## src/hdl/rpt_pkg.sv

```systemverilog
// Package: shared constants, command codes and controller/datapath structs.
`timescale 1ns / 1ps
`default_nettype none
package rpt_pkg;
    localparam int WinDepth = 256;
    localparam int PtrW     = $clog2(WinDepth);
    localparam int CntW     = $clog2(WinDepth + 1);
    localparam int LimW     = 9;
    localparam int IdxW     = 64;

    localparam logic [3:0] CMD_INIT      = 4'd0;
    localparam logic [3:0] CMD_PROBE     = 4'd1;
    localparam logic [3:0] CMD_REPLICATE = 4'd2;
    localparam logic [3:0] CMD_SNAPSHOT  = 4'd3;
    localparam logic [3:0] CMD_UPDATE    = 4'd4;
    localparam logic [3:0] CMD_OPTIM     = 4'd5;
    localparam logic [3:0] CMD_SNAPFAIL  = 4'd6;
    localparam logic [3:0] CMD_DECR      = 4'd7;
    localparam logic [3:0] CMD_PAUSE     = 4'd8;
    localparam logic [3:0] CMD_RESUME    = 4'd9;
    localparam logic [3:0] CMD_ADD       = 4'd10;
    localparam logic [3:0] CMD_FREETO    = 4'd11;
    localparam logic [3:0] CMD_FREEFIRST = 4'd12;

    localparam logic [1:0] MODE_PROBE     = 2'd0;
    localparam logic [1:0] MODE_REPLICATE = 2'd1;
    localparam logic [1:0] MODE_SNAPSHOT  = 2'd2;

    // controller -> datapath
    typedef struct packed {
        logic load;       // capture input item
        logic exec;       // apply scalar command / add
        logic rd_head;    // issue ram read at head pointer
        logic set_bound;  // take bound from ram read data
        logic free_step;  // entry at read pointer freed, advance
        logic free_done;  // finalize head/count
        logic out_load;   // capture result
    } t_ctl;

    // datapath -> controller
    typedef struct packed {
        logic [3:0] cmd;
        logic       empty;
        logic       more;   // entries left to test
        logic       le;     // ram data <= bound
    } t_sts;
endpackage
`default_nettype wire

```

## src/hdl/rpt_ctrl.sv

```systemverilog
// Controller: sequences load, execute, window walk and result hand-off.
`timescale 1ns / 1ps
`default_nettype none
module rpt_ctrl (
    input  wire logic        i_clk,
    input  wire logic        i_rst_n,
    input  wire logic        i_in_fire,
    input  wire logic        i_out_busy,
    input  wire rpt_pkg::t_sts i_sts,
    output logic             o_idle,
    output rpt_pkg::t_ctl    o_ctl
);
    localparam logic [2:0] S_IDLE  = 3'd0;
    localparam logic [2:0] S_EXEC  = 3'd1;
    localparam logic [2:0] S_HEADW = 3'd2;
    localparam logic [2:0] S_RD    = 3'd3;
    localparam logic [2:0] S_TEST  = 3'd4;
    localparam logic [2:0] S_OUT   = 3'd5;

    logic [2:0] r_state, n_state;

    always_comb begin
        n_state = r_state;
        o_ctl   = '0;
        o_idle  = 1'b0;
        unique case (r_state)
            S_IDLE: begin
                o_idle = 1'b1;
                if (i_in_fire) begin
                    o_ctl.load = 1'b1;
                    n_state    = S_EXEC;
                end
            end
            S_EXEC: begin
                if (i_sts.cmd == rpt_pkg::CMD_FREETO) begin
                    n_state = S_RD;
                end else if (i_sts.cmd == rpt_pkg::CMD_FREEFIRST) begin
                    if (i_sts.empty) begin
                        n_state = S_OUT;
                    end else begin
                        o_ctl.rd_head = 1'b1;
                        n_state       = S_HEADW;
                    end
                end else begin
                    o_ctl.exec = 1'b1;
                    n_state    = S_OUT;
                end
            end
            S_HEADW: begin
                o_ctl.set_bound = 1'b1;
                n_state         = S_RD;
            end
            S_RD: begin
                // read at walk pointer issued here, tested next cycle
                if (i_sts.more) begin
                    n_state = S_TEST;
                end else begin
                    o_ctl.free_done = 1'b1;
                    n_state         = S_OUT;
                end
            end
            S_TEST: begin
                if (i_sts.le) begin
                    o_ctl.free_step = 1'b1;
                    n_state         = S_RD;
                end else begin
                    o_ctl.free_done = 1'b1;
                    n_state         = S_OUT;
                end
            end
            S_OUT: begin
                if (!i_out_busy) begin
                    o_ctl.out_load = 1'b1;
                    n_state        = S_IDLE;
                end
            end
            default: n_state = S_IDLE;
        endcase
    end

    always_ff @(posedge i_clk) begin
        if (!i_rst_n) begin
            r_state <= S_IDLE;
        end else begin
            r_state <= n_state;
        end
    end
endmodule
`default_nettype wire

```

## config.mk

```make
export PLATFORM = sky130hd
export DESIGN_NAME = rpt_ctrl
export DESIGN_NICKNAME = d
export VERILOG_FILES = /design/src/hdl/rpt_pkg.sv /design/src/hdl/rpt_ctrl.sv
export SDC_FILE = /design/constraint.sdc
export NUM_CORES = 1
export LEC_CHECK = 0
export BUFFER_PORTS_ARGS = -buffer_cell sky130_fd_sc_hd__buf_2
export CORE_AREA = 4 4 41 43
export DETAILED_ROUTE_END_ITERATION = 12
export DIE_AREA = 0 0 45 47
export GPL_ROUTABILITY_DRIVEN = 0
export HOLD_SLACK_MARGIN = 0.03
export PLACE_DENSITY = 0.57
export SYNTH_ARGS = -nofsm -noshare
export SYNTH_HDL_FRONTEND = slang
export SYNTH_SLANG_ARGS = --single-unit
export TNS_END_PERCENT = 100
```

## constraint.sdc

```tcl
create_clock -name i_clk -period 1.6 [get_ports i_clk]
set_input_delay 0.16 -clock i_clk [delete_from_list [all_inputs] [get_ports i_clk]]
set_output_delay 0.16 -clock i_clk [all_outputs]
set_load 0.01 [all_outputs]
```

# Yosys cells after proc, flatten, opt, wreduce, memory -nomap -nowiden
# Index checks and enable logic that the tools add are counted.
op_classes:
  addsub: 0
  n_mul: 0
  div_mod_pow: 0
  n_lt_le_gt_ge: 0
  n_eq_ne: 9
  shift: 0
  muxes: 24
  bitwise: 0
  n_reduce_logical: 2
ops:
  columns: ["operator", "count"]
  rows:
  - ["$mux 3", 6]
  - ["$pmux 3 s6", 1]
  - ["$mux 1", 14]
  - ["$eq 4x4->1 const B", 2]
  - ["$eq 3x2->1 const B", 2]
  - ["$eq 3x3->1 const B", 2]
  - ["$mux 2", 2]
  - ["$ne 2x2->1 const B", 2]
  - ["$eq 3x1->1 const B", 1]
  - ["$logic_not 3->1", 1]
  - ["$pmux 1 s2", 1]
  - ["$reduce_and 2->1", 1]
totals:
  regBits: 3
  latchBits: 0
  mem_bits_rw: 0
  rom_bits: 0
  input_bits: 11
  out_inout_bits: 8
  word_cells: 36
  mem_count: 0

# Longest topological paths before layout
depth:
  depth_word: 4
  mapped_depth: 4
  depth_no_buf: 3

# Worst setup path after synthesis
# OpenSTA, ideal clock, no wires.
synth_timing:
  path_kind: "reg-to-reg"
  from: "register r_state[0]"
  to: "register r_state[1]"
  setup_ps: 120
  arrival_ps: 1086
  t_required_ps: 1480
  setup_slack_ps: 395
  stages_incl_launch_ff: 4
  path_buffers: 0
  synth_period_minus_slack_ps: 1205
  path_cell_list: "dfxtp_1 > or4_1 > and3_1 > o31a_1"
synth_via:
  elab_chain_len: 3
  elab_cells_between_ends: 10
  cone_classes: "eq/ne (7); mux (1); reduce/logical (2)"
synth_lines:
  columns: ["element", "line", "text"]
  rows:
  - ["start, declared", "rpt_ctrl.sv:20", "logic [2:0] r_state, n_state;"]
  - ["start signal, assigned", "rpt_ctrl.sv:85", "r_state <= n_state;"]
  - ["$eq 3x3->1 / $logic_not 3->1 (equally long branches)", "rpt_ctrl.sv:26", "unique case (r_state)"]
  - ["$ne 2x2->1 (no source line)", null, null]
  - ["$reduce_and 2->1 (no source line)", null, null]
# Several ways; a longest one is shown, not always the timed one.
# A chain may end at the register's enable or synchronous reset.

==> metrics.yaml <==
status: "finished, final reports clean"
ys_warn_count: 0
cts_sinks: 3
final.min_clock_period_ps: 1520
end_kind: "output pin"
slew_violations: 0
setup_tns_ps: 0
max_slew_margin_pct: 82.2
max_cap_violations: 0
cts_tree: "yes"
setup_viol: 0
syn_avg_cell_area_um2: 8.76
dp.cells: 75
worstSetupPathType: "reg -> out"
start_util_pct: 28.9
antenna_found_initial: 0
core_mm2: 0.00130
ir_drop_mv: 0.463
critPathRequiredTime_ps: 1440
fin_area_um2: 505
p_leak_nw: 0.242
cts_root_buf: "clkbuf_4"
hold_path_class: "in -> reg"
path_clk_slew_ps: 40
via_per_inst: 5.08
die_h_um: 47
vias: 401
numPortBuffers: 18
start_kind: "flip-flop"
place_area_um2: 470
rrSetupSlack_ps: 290
grt_pass1_vias: 349
grt_pass1_wl_mm: 1.39
drt_drc_violations_left: 0
nets: 76
path_cells: "or3b_4 -> nor3_4 -> buf_2"
dp_slack_ps: 215
routedWlPerCell_um: 11.6
netlist_instances: 43
drive_gt1_share_pct: 45.3
p_per_area_mw_per_mm2: 801
largestRegisters: "r_state (3)"
worstHoldStart: "i_rst_n"
max_freq_ghz: 0.657
cts_max_level: 1
cts.path.max_buffers: 2
grt_usage_pct: 9.09
ys_seq_elements: 3
worst_pin_slew_ps: 266
rsz0062_at_grt: "no"
crit_path_max_incr_delay_ps: 430
top_level_ports: 19
final_cell_mix: "buf_2, nor3b_1, clkbuf_4"
finalClockSkew_ps: 0.927
top_register: "r_state"
synthesis.area_um2: 377
rows: 13
clk_latency_ps: 230
layout_commonest_cell: "buf_2"
arrival_ps: 1360
cts_buffers: 3
min_period_over_period_pct: 95.2
area_growth_pct: 34.2
ant_nets: 0
cp_max_fo: 15
drtIter0Drc: 6
fill_cells: 151
fp.dieArea_mm2: 0.00212
routed_wl_um: 919
grt_overflow: 0
synthesis.nets: 54
layoutNonFillerInstCount: 79
dp_hpwl_um: 708
antennaDiodeCount: 0
grt_max_degree: 16
worstReg2RegStart: "r_state[2]"
hold_violations: 0
ys.flop_type: "dfxtp_1"
async_flop_share_pct: 0
drt_pass1_iterations: 3
die_w_um: 45
yosysUniqueCellTypes: 33
crit_slowest_cell: "or3b_4"
largest_reg_flops: 3
critPathLaunch: "r_state[2]"
setup_ws_ps: 77.0
synth-edff-count: 0
ys_seq_area_share_pct: 15.9
[power by group]
part | internal, W | leakage (nW) | switching (W)
Sequential | 0.0000890 | 0.0264 | 0.0000265
Clock | 0.0000934 | 0.0150 | 0.0000381
Combinational | 0.0000852 | 0.200 | 0.0000727
Total | 0.000268 | 0.242 | 0.000137
[worst paths after layout]
path,cells past startpoint,to
setup / recovery,3,o_ctl[4]
hold / removal,2,r_state[2]
setup reg to reg,3,r_state[1]
hold reg to reg,2,r_state[0]
[cell usage after synthesis, types with 2 or more instances]
cell     number  area [um^2]
buf_6         2         22.5
dfxtp_1       3         60.1
inv_1         2         7.51
nor2_1        2         7.51
nor3b_1       4         30.0
o21a_1        2         15.0
o21ai_0       2         10.0
[per-layer routing]
layer,vias up,track usage [%],part of all wire [%]
li1,213,-,-
met1,178,11.2,49
met2,10,13.6,44
met3,0,2.30,6.9
met4,0,7.02,0
met5,-,0,0
[worst max-delay path: cells and delay by family, from the launching register on]
| family | cells | cell delay, ps |
|---|---|---|
| simple gates | 2 | 600 |
| flops | 1 | 380 |
| buf+inv | 1 | 150 |
[kinds of logic (layout without fill, tap and decap cells)]
kind of cell / count (synthesis) / in the layout / share of synthesized area [%]
AO/OA/AOI/OAI: 12 / 12 / 24.6
buffers and inverters: 5 / 26 / 9.97
flip-flops: 3 / 3 / 15.9
AND/OR/NAND/NOR: 23 / 23 / 49.5
[per-stage QoR]
step	hold slack, ps	util (%)	power [W]
finish	190	38.8	0.000405
global route	194	38.8	0.000438
CTS	177	38.4	0.000412
detailed placement	420	36.2	0.000270
global placement	417	36.2	0.000270
floorplan	277	-	0.000223
[timing repair]
action,4_1_cts,5_1_grt
resized for setup,2,3
buffers inserted,0,0
hold buffers,0,0
setup endpoints to repair,1,1
[final cells by class]
cell class / count / area, um^2 / area share, %
inverter: 2 / 7.51 / 1.49
timing repair buffer: 20 / 105 / 20.8
clock buffer: 4 / 26.3 / 5.20
tap: 15 / 18.8 / 3.71
multi-input combinational: 35 / 279 / 55.2
sequential: 3 / 68.8 / 13.6
Note: power is estimated with default switching activity, not from simulation.
